File: src/sv/rccb_pkg.sv
// Shared types and constants of the raised-cosine color breather.
// No dependencies; every other file of the block imports this package.
package rccb_pkg;

    localparam int PERIOD_W  = 24;
    localparam int ELAPSED_W = 24;
    localparam int COLOR_W   = 8;
    localparam int DIV_CNT_W = 6;

    // Pi in Q2.30 and one in Q2.30.
    localparam logic [31:0] PI_Q30  = 32'd3373259426;
    localparam logic [30:0] ONE_Q30 = 31'h4000_0000;

    // Start request from the sequencer to the shared divider.
    typedef struct packed {
        logic                 start;
        logic [DIV_CNT_W-1:0] nbits;
    } t_div_ctl;

    // Constant division by a Taylor divisor (2k)(2k+1): the power of two is shifted
    // off first, and the odd factor is divided through floor(2^(32+post) / odd).
    typedef struct packed {
        logic [1:0]  pre;
        logic [6:0]  odd;
        logic [2:0]  post;
        logic [31:0] recip;
    } t_tdiv_const;

    function automatic t_tdiv_const taylor_const(input logic [2:0] k);
        t_tdiv_const c;
        case (k)
            3'd1: c = '{pre: 2'd1, odd: 7'd3,   post: 3'd1, recip: 32'd2863311530};
            3'd2: c = '{pre: 2'd2, odd: 7'd5,   post: 3'd2, recip: 32'd3435973836};
            3'd3: c = '{pre: 2'd1, odd: 7'd21,  post: 3'd4, recip: 32'd3272356035};
            3'd4: c = '{pre: 2'd3, odd: 7'd9,   post: 3'd3, recip: 32'd3817748707};
            3'd5: c = '{pre: 2'd1, odd: 7'd55,  post: 3'd5, recip: 32'd2498890063};
            3'd6: c = '{pre: 2'd2, odd: 7'd39,  post: 3'd5, recip: 32'd3524075730};
            3'd7: c = '{pre: 2'd1, odd: 7'd105, post: 3'd6, recip: 32'd2617884828};
            default: c = '{pre: 2'd1, odd: 7'd3, post: 3'd1, recip: 32'd2863311530};
        endcase
        return c;
    endfunction

endpackage

File: src/sv/rccb_in_if.sv
// Input channel of the color breather: one tick beat with the elapsed time.
// Depends on rccb_pkg.
interface rccb_in_if import rccb_pkg::*; ();
    logic                 valid;
    logic                 ready;
    logic [ELAPSED_W-1:0] elapsed_us;

    modport source(output valid, output elapsed_us, input ready);
    modport sink(input valid, input elapsed_us, output ready);
endinterface

File: src/sv/rccb_out_if.sv
// Output channel of the color breather: one beat with three color levels.
// Depends on rccb_pkg.
interface rccb_out_if import rccb_pkg::*; ();
    logic               valid;
    logic               ready;
    logic [COLOR_W-1:0] red_out;
    logic [COLOR_W-1:0] green_out;
    logic [COLOR_W-1:0] blue_out;

    modport source(output valid, output red_out, output green_out, output blue_out,
                   input ready);
    modport sink(input valid, input red_out, input green_out, input blue_out,
                 output ready);
endinterface

File: src/sv/rccb_div.sv
// Shared restoring divider, one quotient bit per cycle, 24-bit divisor.
// Depends on rccb_pkg (t_div_ctl). The dividend arrives left aligned.
module rccb_div import rccb_pkg::*; #(
    parameter int DIVW = 34
) (
    input  logic                 i_clk,
    input  logic                 i_rst_n,
    input  t_div_ctl             i_ctl,
    input  logic [DIVW-1:0]      i_dividend,
    input  logic [PERIOD_W-1:0]  i_divisor,
    output logic                 o_done,
    output logic [DIVW-1:0]      o_quot,
    output logic [PERIOD_W-1:0]  o_rem
);

    logic                 r_busy;
    logic                 r_done;
    logic [DIV_CNT_W-1:0] r_cnt;
    logic [DIVW-1:0]      r_dvd;
    logic [PERIOD_W-1:0]  r_rem;
    logic [PERIOD_W-1:0]  r_div;

    logic [PERIOD_W:0]    partial;
    logic [PERIOD_W+1:0]  diff;
    logic                 qbit;
    logic [PERIOD_W-1:0]  n_rem;

    always_comb begin
        partial = {r_rem, r_dvd[DIVW-1]};
        diff    = {1'b0, partial} - {2'b00, r_div};
        qbit    = ~diff[PERIOD_W+1];
        // Both candidates stay below the divisor, so 24 bits hold them.
        n_rem   = qbit ? diff[PERIOD_W-1:0] : partial[PERIOD_W-1:0];
    end

    always_ff @(posedge i_clk) begin
        if (!i_rst_n) begin
            r_busy <= 1'b0;
            r_done <= 1'b0;
            r_cnt  <= '0;
        end else if (i_ctl.start) begin
            r_busy <= 1'b1;
            r_done <= 1'b0;
            r_cnt  <= i_ctl.nbits;
        end else if (r_busy) begin
            r_cnt <= r_cnt - 1'b1;
            if (r_cnt == DIV_CNT_W'(1)) begin
                r_busy <= 1'b0;
                r_done <= 1'b1;
            end
        end else begin
            r_done <= 1'b0;
        end
    end

    always_ff @(posedge i_clk) begin
        if (i_ctl.start) begin
            r_dvd <= i_dividend;
            r_rem <= '0;
            r_div <= i_divisor;
        end else if (r_busy) begin
            r_dvd <= {r_dvd[DIVW-2:0], qbit};
            r_rem <= n_rem;
        end
    end

    assign o_done = r_done;
    assign o_quot = r_dvd;
    assign o_rem  = r_rem;

endmodule

File: src/sv/raised_cosine_color_breather.sv
// Raised-cosine color breather. Each tick beat adds its elapsed microseconds to a
// time kept modulo period_us, takes the phase floor(time * 2^PHASE_BITS / period),
// and scales the three peak colors by sin^2 of the phase angle, which is a Taylor
// series evaluated in Q2.30. One shared restoring divider (one bit per cycle) does
// the modulo and the phase division, and one registered 32x32 multiplier does the
// rest, including the constant divisions of the series, which use a reciprocal
// product and one correction step. The block takes one tick at a time: the spacing
// of accepted ticks is set mostly by the divider, which does the modulo and then the
// phase division, and by the seven series terms. The color beat waits in an output
// register once it is computed; the next tick is taken only after the sequencer has
// handed its result over, so a stalled sink also stalls the input. A period of zero
// behaves as a period of one.
// Depends on rccb_pkg, rccb_in_if, rccb_out_if and rccb_div.
module raised_cosine_color_breather import rccb_pkg::*; #(
    parameter int PHASE_BITS = 10
) (
    input  logic        i_clk,
    input  logic        i_rst_n,
    input  logic        psel,
    input  logic        penable,
    input  logic        pwrite,
    input  logic [3:0]  paddr,
    input  logic [31:0] pwdata,
    output logic [31:0] prdata,
    output logic        pready,
    rccb_in_if.sink     i_tick,
    rccb_out_if.source  o_glow
);

    localparam int DIVW      = PERIOD_W + PHASE_BITS;
    localparam int N_PHASE   = 1 << PHASE_BITS;
    localparam int HALF      = N_PHASE / 2;
    localparam int MOD_BITS  = PERIOD_W + 1;
    localparam int PH_BITS   = PERIOD_W + PHASE_BITS;

    localparam logic [1:0] REG_PERIOD = 2'd0;
    localparam logic [1:0] REG_RED    = 2'd1;
    localparam logic [1:0] REG_GREEN  = 2'd2;
    localparam logic [1:0] REG_BLUE   = 2'd3;

    localparam logic [4:0] S_IDLE    = 5'd0;
    localparam logic [4:0] S_MOD     = 5'd1;
    localparam logic [4:0] S_PHASE   = 5'd2;
    localparam logic [4:0] S_MULX    = 5'd3;
    localparam logic [4:0] S_MULX2   = 5'd4;
    localparam logic [4:0] S_X2      = 5'd5;
    localparam logic [4:0] S_TMUL    = 5'd6;
    localparam logic [4:0] S_TDIV_GO = 5'd7;
    localparam logic [4:0] S_TDIV    = 5'd8;
    localparam logic [4:0] S_SQ      = 5'd9;
    localparam logic [4:0] S_G       = 5'd10;
    localparam logic [4:0] S_CR      = 5'd11;
    localparam logic [4:0] S_CG      = 5'd12;
    localparam logic [4:0] S_CB      = 5'd13;
    localparam logic [4:0] S_CD      = 5'd14;
    localparam logic [4:0] S_CW      = 5'd15;
    localparam logic [4:0] S_TFIX    = 5'd16;

    // Configuration registers.
    logic [PERIOD_W-1:0] r_period;
    logic [COLOR_W-1:0]  r_red_peak;
    logic [COLOR_W-1:0]  r_green_peak;
    logic [COLOR_W-1:0]  r_blue_peak;

    // Sequencer and datapath registers.
    logic [4:0]            r_state;
    logic [4:0]            n_state;
    logic [PERIOD_W-1:0]   r_time;
    logic [PERIOD_W-1:0]   r_p;
    logic [PHASE_BITS-1:0] r_q;
    logic [31:0]           r_term;
    logic [31:0]           r_x2;
    logic signed [33:0]    r_sum;
    logic [2:0]            r_k;
    logic [7:0]            r_num_lo;
    logic [31:0]           r_qe;
    logic [15:0]           r_g;
    logic [63:0]           r_prod;
    logic [COLOR_W-1:0]    r_lvl_r;
    logic [COLOR_W-1:0]    r_lvl_g;
    logic [COLOR_W-1:0]    r_lvl_b;
    logic                  r_out_valid;
    logic [COLOR_W-1:0]    r_red_out;
    logic [COLOR_W-1:0]    r_green_out;
    logic [COLOR_W-1:0]    r_blue_out;

    logic                  cfg_wr;
    logic                  tick_acc;
    logic                  out_free;
    logic [PERIOD_W-1:0]   p_eff;
    logic [MOD_BITS-1:0]   mod_sum;
    logic [PHASE_BITS-1:0] phase;
    logic [PHASE_BITS:0]   phase_ext;
    logic [PHASE_BITS:0]   fold;
    logic [31:0]           x_val;
    t_tdiv_const           tdc;
    logic [31:0]           tdiv_num;
    logic [31:0]           q_est;
    logic [7:0]            rem_lo;
    logic [31:0]           term_q;
    logic [30:0]           s_val;
    logic [60:0]           g_round;
    logic [31:0]           mul_a;
    logic [31:0]           mul_b;

    t_div_ctl              div_ctl;
    logic [DIVW-1:0]       div_dividend;
    logic [PERIOD_W-1:0]   div_divisor;
    logic                  div_done;
    logic [DIVW-1:0]       div_quot;
    logic [PERIOD_W-1:0]   div_rem;

    rccb_div #(
        .DIVW(DIVW)
    ) u_div (
        .i_clk      (i_clk),
        .i_rst_n    (i_rst_n),
        .i_ctl      (div_ctl),
        .i_dividend (div_dividend),
        .i_divisor  (div_divisor),
        .o_done     (div_done),
        .o_quot     (div_quot),
        .o_rem      (div_rem)
    );

    // APB register file; only the upper address bits select a register.
    assign pready = 1'b1;
    assign cfg_wr = psel && penable && pwrite;

    always_ff @(posedge i_clk) begin
        if (!i_rst_n) begin
            r_period     <= PERIOD_W'(2000000);
            r_red_peak   <= '0;
            r_green_peak <= '0;
            r_blue_peak  <= '0;
        end else if (cfg_wr) begin
            unique case (paddr[3:2])
                REG_PERIOD: r_period     <= pwdata[PERIOD_W-1:0];
                REG_RED:    r_red_peak   <= pwdata[COLOR_W-1:0];
                REG_GREEN:  r_green_peak <= pwdata[COLOR_W-1:0];
                REG_BLUE:   r_blue_peak  <= pwdata[COLOR_W-1:0];
                default:    ;
            endcase
        end
    end

    always_comb begin
        unique case (paddr[3:2])
            REG_PERIOD: prdata = {{(32-PERIOD_W){1'b0}}, r_period};
            REG_RED:    prdata = {{(32-COLOR_W){1'b0}}, r_red_peak};
            REG_GREEN:  prdata = {{(32-COLOR_W){1'b0}}, r_green_peak};
            REG_BLUE:   prdata = {{(32-COLOR_W){1'b0}}, r_blue_peak};
            default:    prdata = '0;
        endcase
    end

    // Handshakes.
    assign i_tick.ready = (r_state == S_IDLE);
    assign tick_acc     = i_tick.valid && i_tick.ready;
    assign out_free     = !r_out_valid || o_glow.ready;

    // Combinational helpers of the datapath.
    always_comb begin
        p_eff     = (r_period == '0) ? PERIOD_W'(1) : r_period;
        mod_sum   = {1'b0, r_time} + {1'b0, i_tick.elapsed_us};
        phase     = div_quot[PHASE_BITS-1:0];
        phase_ext = {1'b0, phase};
        // Fold the phase onto the first quarter wave.
        fold      = (phase_ext > (PHASE_BITS+1)'(HALF))
                    ? (PHASE_BITS+1)'(N_PHASE) - phase_ext : phase_ext;
        x_val     = r_prod[PHASE_BITS +: 32];
        tdc       = taylor_const(r_k);
        tdiv_num  = 32'(r_prod[62:30] >> tdc.pre);
        q_est     = 32'(r_prod >> (7'd32 + {4'd0, tdc.post}));
        // The estimate is at most one short, so the remainder is below twice the odd
        // factor and its low eight bits are exact.
        rem_lo    = r_num_lo - r_prod[7:0];
        term_q    = r_qe + {31'd0, (rem_lo >= {1'b0, tdc.odd})};
        if (r_sum[33]) begin
            s_val = '0;
        end else if (r_sum > 34'sd1073741824) begin
            s_val = ONE_Q30;
        end else begin
            s_val = r_sum[30:0];
        end
        g_round   = r_prod[60:0] + (61'd1 << 43);
    end

    // Shared multiplier operand selection.
    always_comb begin
        mul_a = '0;
        mul_b = '0;
        case (r_state)
            S_MULX: begin
                mul_a = PI_Q30;
                mul_b = {{(32-PHASE_BITS){1'b0}}, r_q};
            end
            S_MULX2: begin
                mul_a = x_val;
                mul_b = x_val;
            end
            S_TMUL: begin
                mul_a = r_term;
                mul_b = r_x2;
            end
            S_TDIV_GO: begin
                mul_a = tdiv_num;
                mul_b = tdc.recip;
            end
            S_TDIV: begin
                mul_a = q_est;
                mul_b = {25'd0, tdc.odd};
            end
            S_SQ: begin
                mul_a = {1'b0, s_val};
                mul_b = {1'b0, s_val};
            end
            S_CR: begin
                mul_a = {{(32-COLOR_W){1'b0}}, r_red_peak};
                mul_b = {16'd0, r_g};
            end
            S_CG: begin
                mul_a = {{(32-COLOR_W){1'b0}}, r_green_peak};
                mul_b = {16'd0, r_g};
            end
            S_CB: begin
                mul_a = {{(32-COLOR_W){1'b0}}, r_blue_peak};
                mul_b = {16'd0, r_g};
            end
            default: ;
        endcase
    end

    always_ff @(posedge i_clk) begin
        r_prod <= mul_a * mul_b;
    end

    // Divider requests: modulo on a tick, then the phase after the modulo.
    always_comb begin
        div_ctl.start = 1'b0;
        div_ctl.nbits = '0;
        div_dividend  = '0;
        div_divisor   = r_p;
        case (r_state)
            S_IDLE: begin
                div_ctl.start = tick_acc;
                div_ctl.nbits = DIV_CNT_W'(MOD_BITS);
                div_dividend  = DIVW'(mod_sum) << (DIVW - MOD_BITS);
                div_divisor   = p_eff;
            end
            S_MOD: begin
                div_ctl.start = div_done;
                div_ctl.nbits = DIV_CNT_W'(PH_BITS);
                div_dividend  = DIVW'(div_rem) << (DIVW - PERIOD_W);
            end
            default: ;
        endcase
    end

    // Sequencer.
    always_comb begin
        n_state = r_state;
        unique case (r_state)
            S_IDLE:    if (tick_acc) n_state = S_MOD;
            S_MOD:     if (div_done) n_state = S_PHASE;
            S_PHASE:   if (div_done) n_state = S_MULX;
            S_MULX:    n_state = S_MULX2;
            S_MULX2:   n_state = S_X2;
            S_X2:      n_state = S_TMUL;
            S_TMUL:    n_state = S_TDIV_GO;
            S_TDIV_GO: n_state = S_TDIV;
            S_TDIV:    n_state = S_TFIX;
            S_TFIX:    n_state = (r_k == 3'd7) ? S_SQ : S_TMUL;
            S_SQ:      n_state = S_G;
            S_G:       n_state = S_CR;
            S_CR:      n_state = S_CG;
            S_CG:      n_state = S_CB;
            S_CB:      n_state = S_CD;
            S_CD:      n_state = S_CW;
            S_CW:      if (out_free) n_state = S_IDLE;
            default:   n_state = S_IDLE;
        endcase
    end

    always_ff @(posedge i_clk) begin
        if (!i_rst_n) begin
            r_state <= S_IDLE;
            r_time  <= '0;
        end else begin
            r_state <= n_state;
            if (r_state == S_MOD && div_done) begin
                r_time <= div_rem;
            end
        end
    end

    always_ff @(posedge i_clk) begin
        case (r_state)
            S_IDLE: if (tick_acc) r_p <= p_eff;
            S_PHASE: if (div_done) r_q <= fold[PHASE_BITS-1:0];
            S_MULX2: begin
                r_term <= x_val;
                r_sum  <= $signed({2'b00, x_val});
            end
            S_X2: begin
                r_x2 <= r_prod[61:30];
                r_k  <= 3'd1;
            end
            S_TDIV_GO: r_num_lo <= tdiv_num[7:0];
            S_TDIV: r_qe <= q_est;
            S_TFIX: begin
                r_term <= term_q;
                // Odd terms of the sine series are subtracted.
                if (r_k[0]) begin
                    r_sum <= r_sum - $signed({2'b00, term_q});
                end else begin
                    r_sum <= r_sum + $signed({2'b00, term_q});
                end
                r_k <= r_k + 3'd1;
            end
            S_G: r_g <= g_round[60] ? 16'hFFFF : g_round[59:44];
            S_CG: r_lvl_r <= r_prod[16 +: COLOR_W];
            S_CB: r_lvl_g <= r_prod[16 +: COLOR_W];
            S_CD: r_lvl_b <= r_prod[16 +: COLOR_W];
            default: ;
        endcase
    end

    // Output register: the result beat waits here until the sink takes it.
    always_ff @(posedge i_clk) begin
        if (!i_rst_n) begin
            r_out_valid <= 1'b0;
        end else if (r_state == S_CW && out_free) begin
            r_out_valid <= 1'b1;
        end else if (o_glow.ready) begin
            r_out_valid <= 1'b0;
        end
    end

    always_ff @(posedge i_clk) begin
        if (r_state == S_CW && out_free) begin
            r_red_out   <= r_lvl_r;
            r_green_out <= r_lvl_g;
            r_blue_out  <= r_lvl_b;
        end
    end

    assign o_glow.valid     = r_out_valid;
    assign o_glow.red_out   = r_red_out;
    assign o_glow.green_out = r_green_out;
    assign o_glow.blue_out  = r_blue_out;

    // The stored time lies inside the period once the modulo has finished.
    a_time_in_period: assert property (@(posedge i_clk) disable iff (!i_rst_n)
        (r_state == S_PHASE) |-> (r_time < r_p))
        else $error("time in period not below the period");

    // The folded phase never exceeds a quarter wave.
    a_fold_range: assert property (@(posedge i_clk) disable iff (!i_rst_n)
        (r_state == S_MULX) |-> (r_q <= PHASE_BITS'(HALF)))
        else $error("folded phase out of range");

    // Series terms are only worked on for k from one to seven.
    a_term_index: assert property (@(posedge i_clk) disable iff (!i_rst_n)
        (r_state == S_TMUL || r_state == S_TDIV) |-> (r_k != 3'd0))
        else $error("series term index out of range");

    // An accepted tick keeps the block busy on the following cycle.
    a_busy_after_tick: assert property (@(posedge i_clk) disable iff (!i_rst_n)
        tick_acc |=> !i_tick.ready)
        else $error("tick taken while the previous one is in progress");

endmodule
File: src/flat_wrapper.sv
// flat-port wrapper written by rule: the top's interface ports become plain ports
module raised_cosine_color_breather_flat import rccb_pkg::*;
#(
    parameter int PHASE_BITS = 10
)
  (i_clk, i_rst_n, psel, penable, pwrite, paddr, pwdata, prdata, pready, i_tick_valid, i_tick_elapsed_us, i_tick_ready, o_glow_valid, o_glow_red_out, o_glow_green_out, o_glow_blue_out, o_glow_ready);
  rccb_in_if i_tick_i ();
  rccb_out_if o_glow_i ();
  input  logic i_clk;
  input  logic i_rst_n;
  input  logic psel;
  input  logic penable;
  input  logic pwrite;
  input  logic [3:0] paddr;
  input  logic [31:0] pwdata;
  output logic [31:0] prdata;
  output logic pready;
  input wire logic [$bits(i_tick_i.valid)-1:0] i_tick_valid;
  input wire logic [$bits(i_tick_i.elapsed_us)-1:0] i_tick_elapsed_us;
  output wire logic [$bits(i_tick_i.ready)-1:0] i_tick_ready;
  output wire logic [$bits(o_glow_i.valid)-1:0] o_glow_valid;
  output wire logic [$bits(o_glow_i.red_out)-1:0] o_glow_red_out;
  output wire logic [$bits(o_glow_i.green_out)-1:0] o_glow_green_out;
  output wire logic [$bits(o_glow_i.blue_out)-1:0] o_glow_blue_out;
  input wire logic [$bits(o_glow_i.ready)-1:0] o_glow_ready;
  assign i_tick_i.valid = i_tick_valid;
  assign i_tick_i.elapsed_us = i_tick_elapsed_us;
  assign i_tick_ready = i_tick_i.ready;
  assign o_glow_valid = o_glow_i.valid;
  assign o_glow_red_out = o_glow_i.red_out;
  assign o_glow_green_out = o_glow_i.green_out;
  assign o_glow_blue_out = o_glow_i.blue_out;
  assign o_glow_i.ready = o_glow_ready;
  raised_cosine_color_breather #(.PHASE_BITS(PHASE_BITS)) u_core (.i_clk(i_clk), .i_rst_n(i_rst_n), .psel(psel), .penable(penable), .pwrite(pwrite), .paddr(paddr), .pwdata(pwdata), .prdata(prdata), .pready(pready), .i_tick(i_tick_i), .o_glow(o_glow_i));
endmodule
File: config.mk
export PLATFORM = sky130hd
export DESIGN_NAME = raised_cosine_color_breather_flat
export DESIGN_NICKNAME = d
export VERILOG_FILES = /design/src/sv/rccb_pkg.sv /design/src/sv/rccb_in_if.sv /design/src/sv/rccb_out_if.sv /design/src/sv/rccb_div.sv /design/src/sv/raised_cosine_color_breather.sv /design/src/flat_wrapper.sv
export SDC_FILE = /design/constraint.sdc
export NUM_CORES = 2
export LEC_CHECK = 0
export BUFFER_PORTS_ARGS = -buffer_cell sky130_fd_sc_hd__buf_4
export CAP_MARGIN = 20
export CORE_AREA = 8 8 422 424
export CTS_BUF_LIST = sky130_fd_sc_hd__clkbuf_8 sky130_fd_sc_hd__clkbuf_16
export CTS_CLUSTER_SIZE = 8
export DETAILED_ROUTE_END_ITERATION = 10
export DIE_AREA = 0 0 430 432
export PLACE_DENSITY_LB_ADDON = 0.2
export SLEW_MARGIN = 0
export SYNTH_ARGS = -nofsm -noshare
export SYNTH_HDL_FRONTEND = slang
export SYNTH_HIERARCHICAL = 1
export SYNTH_SLANG_ARGS = --single-unit
File: constraint.sdc
create_clock -name i_clk -period 9.3 [get_ports i_clk]
set_clock_uncertainty 0.15 [all_clocks]
set_input_delay 0.93 -clock i_clk [delete_from_list [all_inputs] [get_ports i_clk]]
set_output_delay 0.93 -clock i_clk [all_outputs]
set_load 0.1 [all_outputs]
# Yosys cells after proc, flatten, opt, wreduce, memory -nomap -nowiden
# Cells that the tools add are included.
dict set report totals {
  regBits 471
  output_inout_bits 59
  wordCells 133
  mem_bits_ro 0
  ram_bits 0
  latch_bits 0
  mem_count 0
  in_bits 67
}
dict set report op_classes {
  multipliers 1
  n_reduce_logical 23
  add_sub_neg 11
  shifts 2
  muxes 31
  n_div 0
  eq_ne 30
  bitwise 3
  order_cmp 3
}
# cell n
set ops {}
lappend ops {{one-hot mux 32 bit (9 select lines)} 1}
lappend ops {{one-hot mux 44 bit (6 select lines)} 1}
lappend ops {{one-hot mux 32 bit (7 select lines)} 1}
lappend ops {{one-hot mux 34 bit (2 select lines)} 2}
lappend ops {{one-hot mux 32 bit (4 select lines)} 1}
lappend ops {{two-way mux 34 bit} 3}
lappend ops {{one-hot mux 5 bit (17 select lines)} 1}
lappend ops {{two-way mux 24 bit} 3}
lappend ops {{multiplier 32 x 32 -> 64 bit} 1}
lappend ops {{one-hot mux 32 bit (2 select lines)} 1}
lappend ops {{>> shifter 64 x 7 -> 32 bit} 1}
lappend ops {{two-way mux 31 bit} 2}
lappend ops {{adder 61 x 44 -> 61 bit, second input constant} 1}
lappend ops {{equality test 5 x 4 -> 1 bit, second input constant} 8}
lappend ops {{adder 34 x 33 -> 34 bit} 1}
lappend ops {{greater-than comparator 34 x 32 -> 1 bit, second input constant} 1}
lappend ops {{subtractor 34 x 33 -> 34 bit} 1}
lappend ops {{>> shifter 33 x 2 -> 32 bit} 1}
lappend ops {{adder 32 x 1 -> 32 bit} 1}
lappend ops {{subtractor 25 x 24 -> 26 bit} 1}
lappend ops {{adder 24 x 24 -> 25 bit} 1}
lappend ops {{zero test 24 bit} 1}
lappend ops {{equality test 5 x 3 -> 1 bit, second input constant} 4}
lappend ops {{two-way mux 5 bit} 4}
lappend ops {{other kinds (33)} 61}

# Longest topological paths before layout
dict set report depth {
  depth_word 7
  depth_mapped 45
  ltp_nobuf 39
}

# Hierarchy
# Netlist, hierarchy kept.
# module area_each_um2 n_inst seq_area_each_um2 cells_each
set modules_own_cells {}
lappend modules_own_cells {raised_cosine_color_breather 54523.5 1 9979.6 6121}
lappend modules_own_cells {rccb_div 5037.3 1 2382.3 453}

# Worst setup path before layout
# Ideal clock, no wire load.
dict set report synth_path {
  path_type {reg2reg}
  from {reg u_core.r_k[0]}
  to {reg u_core.r_prod[56]}
  path_stages_with_launch 35
  setup_ns 0.120
  period_less_slack_ns 9.671
  n_path_buf 6
  setup_slack_ns -0.371
  arrival_time_ns 9.400
  path_cell_list {edfxtp_1 > clkbuf_1 > inv_1 > ha_1 > buf_2 > a21oi_2 > buf_2 > buf_2 > mux4_2 > a221oi_1 > and3_1 > clkbuf_1 > nor2_1 > fa_1 > fa_1 > fa_1 > inv_1 > fa_1 > inv_1 > fa_1 > fa_1 > fa_1 > fa_1 > ha_1 > buf_2 > nand4_1 > or3b_1 > a311o_1 > a21oi_1 > o21ai_1 > o21bai_1 > o211ai_1 > a21oi_1 > a41oi_1 > xnor2_1}
}
dict set report synth_via {
  elab_chain_len 6
}
# item line
set synth_lines {}
lappend synth_lines {{start, declared} raised_cosine_color_breather.sv:74} ;# logic [2:0] r_k;
lappend synth_lines {{start signal, assigned} raised_cosine_color_breather.sv:319} ;# r_k <= r_k + 3'd1;
lappend synth_lines {{equality test 3 bit / equality test 3 x 2 -> 1 bit (equally long branches)} rccb_pkg.sv:31} ;# case (k)
lappend synth_lines {{one-hot mux 44 bit (6 select lines) (*)} rccb_pkg.sv:31}
lappend synth_lines {{adder 6 x 3 -> 7 bit} raised_cosine_color_breather.sv:174} ;# q_est = 32'(r_prod >> (7'd32 + {4'd0, tdc.post}));
lappend synth_lines {{>> shifter 64 x 7 -> 32 bit} raised_cosine_color_breather.sv:174}
lappend synth_lines {{one-hot mux 32 bit (9 select lines)} raised_cosine_color_breather.sv:193} ;# case (r_state)
lappend synth_lines {{multiplier 32 x 32 -> 64 bit (*)} raised_cosine_color_breather.sv:235} ;# r_prod <= mul_a * mul_b;
lappend synth_lines {{end signal, assigned} raised_cosine_color_breather.sv:235}
lappend synth_lines {{end, declared} raised_cosine_color_breather.sv:78} ;# logic [63:0] r_prod;
# Every way passes the cells marked *; elsewhere a longest branch is shown, timed or not.
# A chain may end at the register's enable or synchronous reset.

# Final worst setup path
# Same ends and word-level chain as after synthesis.

==> impl_metrics.csv <==
group,metric,value,unit
run,cap_violations,0,
routing,wirelength,228000,µm
place,port_buffers,106,
synth,synth_edf_count,297,
die,die_y,432,µm
die,start_util,0.348,
die,fp.dieW,430,µm
grt,grt_use_total,0.241,
critical_path,slowest_stage,"fa_1",
routing,first_pass_iters,9,
power,leakage,34.8,nW
timing,rsz0062_at_grt,"yes",
timing,hold_slack,0.264,ns
power,powerDensity,102,nW/µm²
power,swShare,0.357,
clock_tree,root_buffer,"clkbuf_16",
power,p_comb_frac,0.332,
routing,via_per_inst,5.20,
grt,grt_max_degree,82,
synth,async_flop_share,0,
critical_path,critical_path_class,"register to register",
synth,netlist_instances,6574,
die,num_rows,152,
critical_path,ff2ff_setup_slack,-0.28,ns
synth,yosysSeqAreaShare,0.208,
routing,wirelength_met1,97800,µm
place,gp_congestion,0.964,
routing,met2_length,105000,µm
routing,highest_layer,"met4",
critical_path,critPathRequiredTime,9.66,ns
grt,overflow,0,
synth,synth_cell_types,106,
layout,layout.nets,8787,
critical_path,crit_fanout,7,
timing,setup_viol,18,
place,dp_slack,-1.14,ns
die,boundaryPins,126,
critical_path,worstSetupStartpointType,"register",
synth,avgSynthCellArea,9.06,µm²
synth,yosys_warnings,6,
critical_path,critical_path_buf_inv_count,8,
power,p_int,4.98,mW
timing,layout_min_cycle_time,9.58,ns
place,dpl.hpwl,187000,µm
timing,period_share,1.03,
clock_tree,cts.sinks,469,
outcome,outcome,"complete, but fails checks",
layout,syn_to_final_growth,27.5,%
power,worst_ir_drop_vdd,0.127,mV
critical_path,path_delay_family,"adder cells",
routing,num_vias,50600,
clock_tree,cts_made_buffers,69,
routing,wl_per_cell,23.4,µm
grt,grt_antenna_before_repair,10,
place,place_inst,9501,
clock_tree,htreeDepth,3,
synth,synth_ff_type,"edfxtp_1",
routing,drc,0,
power,power.switching,2.77,mW
layout,fillers,16700,
critical_path,slowest_delay,0.57,ns
critical_path,endpoint_kind,"register",
clock_tree,insertion_delay,0.64,ns
timing,max_slew_margin,0.259,
clock_tree,hold_buffers,0,
die,dieArea,186000,µm²
timing,finalMaxSlewViolations,0,
clock_tree,clkTransAtPathRegs,0.05,ns
timing,fmax,104,MHz
power,p_clk_frac,0.310,
clock_tree,cts_tree,"done",
clock_tree,clockBufferDepth,3,
layout,instances_no_fill,9736,
min_path,min_path_type,"register to register",
synth,ys_ff_latch,469,
routing,first_iter_violations,4030,
die,coreArea,171000,µm²
timing,worst_slew_pin_slew,1.11,ns
routing,ant_nets,0,
grt,grt_pass1_wl,338000,µm
timing,setup_ws,-0.281,ns
layout,drive_gt1_frac,0.234,
timing,hold_viol_final,0,
critical_path,worstPathArrival,9.95,ns
routing,route.met3.wl,13300,µm
critical_path,crit_top_cell,"fa_1",
power,seq_power_share,0.358,
outcome,failed_checks,"negative setup slack",
synth,syn_area,59600,µm²
grt,grt_pass1_vias,52100,
cell usage after synthesis, drive strengths merged, types with 7 or more instances:
cell type	n	area (µm²)
o21ai	173	873
fa	900	18000
and2	65	409
nand2b	29	181
nand2	1037	3890
nor2b	29	196
o21a	18	135
nand4	38	253
mux4	27	608
a21o	75	564
a22o	16	140
buf	147	818
a211o	8	71.3
and3	60	385
nor2	702	2640
a21oi	247	1270
nor3	55	327
a221oi	25	243
xnor2	120	1070
mux2i	109	1090
a31oi	28	175
edfxtp	297	8920
nand3	107	536
and4	15	136
clkbuf	228	867
o41ai	7	80.1
o31ai	11	82.6
or2	9	56.3
mux2	40	450
xor2	101	885
or3	21	131
a21boi	10	75.1
nor4	27	181
a211oi	28	228
inv	1033	3880
o211ai	17	138
a22oi	42	315
a221o	11	110
o22ai	8	50.1
o311ai	8	70.1
dfxtp	172	3440
ha	371	4640
o21bai	25	188
kinds of logic (layout without fill, tap and decap cells):
logic type	after synthesis	after routing	share of synthesized area
flops	469	469	0.208
buf+inv	1410	2318	0.0937
fa+ha+maj	1271	1271	0.380
compound gates	816	816	0.0902
xor+xnor	221	221	0.0328
other cells	2	23	0.000126
mux	176	176	0.0361
simple gates	2209	2209	0.159
through the flow:
stage          total power [mW]  utilization  TNS [ns]  instance area (µm²)
2_1_floorplan              4.34            -         0                59700
3_3_place_gp               5.21        0.410    -27.92                70200
3_5_place_dp               5.24        0.411    -28.27                70200
4_1_cts                    7.73        0.431     -2.80                73800
5_1_grt                    8.13        0.444     -8.01                76000
6_report                   7.75        0.444     -2.90                76000
what timing repair did:
item / 4_1_cts / 5_1_grt
pin swaps: 49 / 179
endpoints found under the setup margin: 41 / 45
cloned: 3 / 3
buffers inserted: 47 / 63
gates resized for setup: 229 / 376
path summary, 6_finish.rpt:
kind                                         endpoint  cells after the start                         from
setup / recovery            u_core/r_prod[56]$_DFF_P_                     33  u_core/r_k[0]$_SDFFCE_PP1P_
hold reg to reg   u_core/o_glow.blue_out[4]$_DFFE_PP_                      0  u_core/r_lvl_b[4]$_DFFE_PP_
setup reg to reg            u_core/r_prod[56]$_DFF_P_                     33  u_core/r_k[0]$_SDFFCE_PP1P_
hold / removal    u_core/o_glow.blue_out[4]$_DFFE_PP_                      0  u_core/r_lvl_b[4]$_DFFE_PP_
sequential cells by signal, summed over array words and instances (netlist names), 16 cells and up:
| register | cells |
|---|---|
| u_core/u_div/o_quot | 34 |
| u_core/u_div/r_div | 24 |
| u_core/r_term | 32 |
| u_core/r_sum | 34 |
| u_core/u_div/o_rem | 24 |
| u_core/r_prod | 62 |
| u_core/r_p | 24 |
| u_core/r_g | 16 |
| u_core/r_time | 24 |
| u_core/r_x2 | 32 |
| u_core/r_period | 24 |
| u_core/r_qe | 32 |
worst reg2reg max path: cells and delay by family (launching register included):
kind	cells	cell delay (ns)
AO/OA/AOI/OAI	9	1.79
XOR/XNOR	1	0.14
adder cells (fa/ha/maj)	10	4.58
buffers and inverters	8	0.96
flip-flops	1	0.49
multiplexers	1	0.53
AND/OR/NAND/NOR	4	0.83
power by group through the flow:
stage | Combinational (mW) | Clock [mW] | Sequential, mW
6_report | 2.57 | 2.40 | 2.78
5_1_grt | 2.78 | 2.54 | 2.80
4_1_cts | 2.49 | 2.46 | 2.78
3_5_place_dp | 2.43 | 0 | 2.81
3_3_place_gp | 2.40 | 0 | 2.81
2_1_floorplan | 1.62 | 0 | 2.71
per-layer routing:
| layer | track usage | vias to the layer above |
|---|---|---|
| li1 | - | 22700 |
| met1 | 0.326 | 25800 |
| met2 | 0.393 | 1739 |
| met3 | 0.0275 | 368 |
| met4 | 0.101 | 0 |
| met5 | 0 | - |
cell type report:
class | count | area, µm² | share of cell area
tap | 2233 | 2790 | 0.0368
sequential | 469 | 12400 | 0.163
multi-input combinational | 4713 | 44000 | 0.579
inverter | 1033 | 3880 | 0.0510
antenna | 3 | 7.51 | 0.0000988
clock buffer | 73 | 1800 | 0.0237
clock inverter | 49 | 264 | 0.00348
timing repair buffer | 1163 | 10900 | 0.143
cell usage in the layout, fill, tap and decap left out, types with 32 or more instances in the layout:
master / synthesis / routed
clkbuf_16: 0 / 77
dfxtp_1: 172 / 172
edfxtp_1: 297 / 297
mux2_2: 40 / 40
fa_1: 900 / 858
xor2_1: 101 / 101
buf_6: 11 / 67
a22oi_1: 42 / 40
xnor2_1: 119 / 114
buf_4: 15 / 942
nand4_1: 37 / 37
ha_1: 371 / 341
fa_2: 0 / 42
buf_12: 0 / 132
inv_2: 2 / 40
nand2_1: 1037 / 1010
a21o_1: 74 / 74
and3_1: 58 / 44
nor3_1: 46 / 33
inv_1: 1031 / 1035
nand3_1: 107 / 92
a21oi_1: 241 / 211
mux2i_1: 109 / 63
and2_1: 64 / 59
nor2_2: 2 / 32
nor2_1: 700 / 656
o21ai_0: 159 / 143
Power figures use the tool's default switching activity.
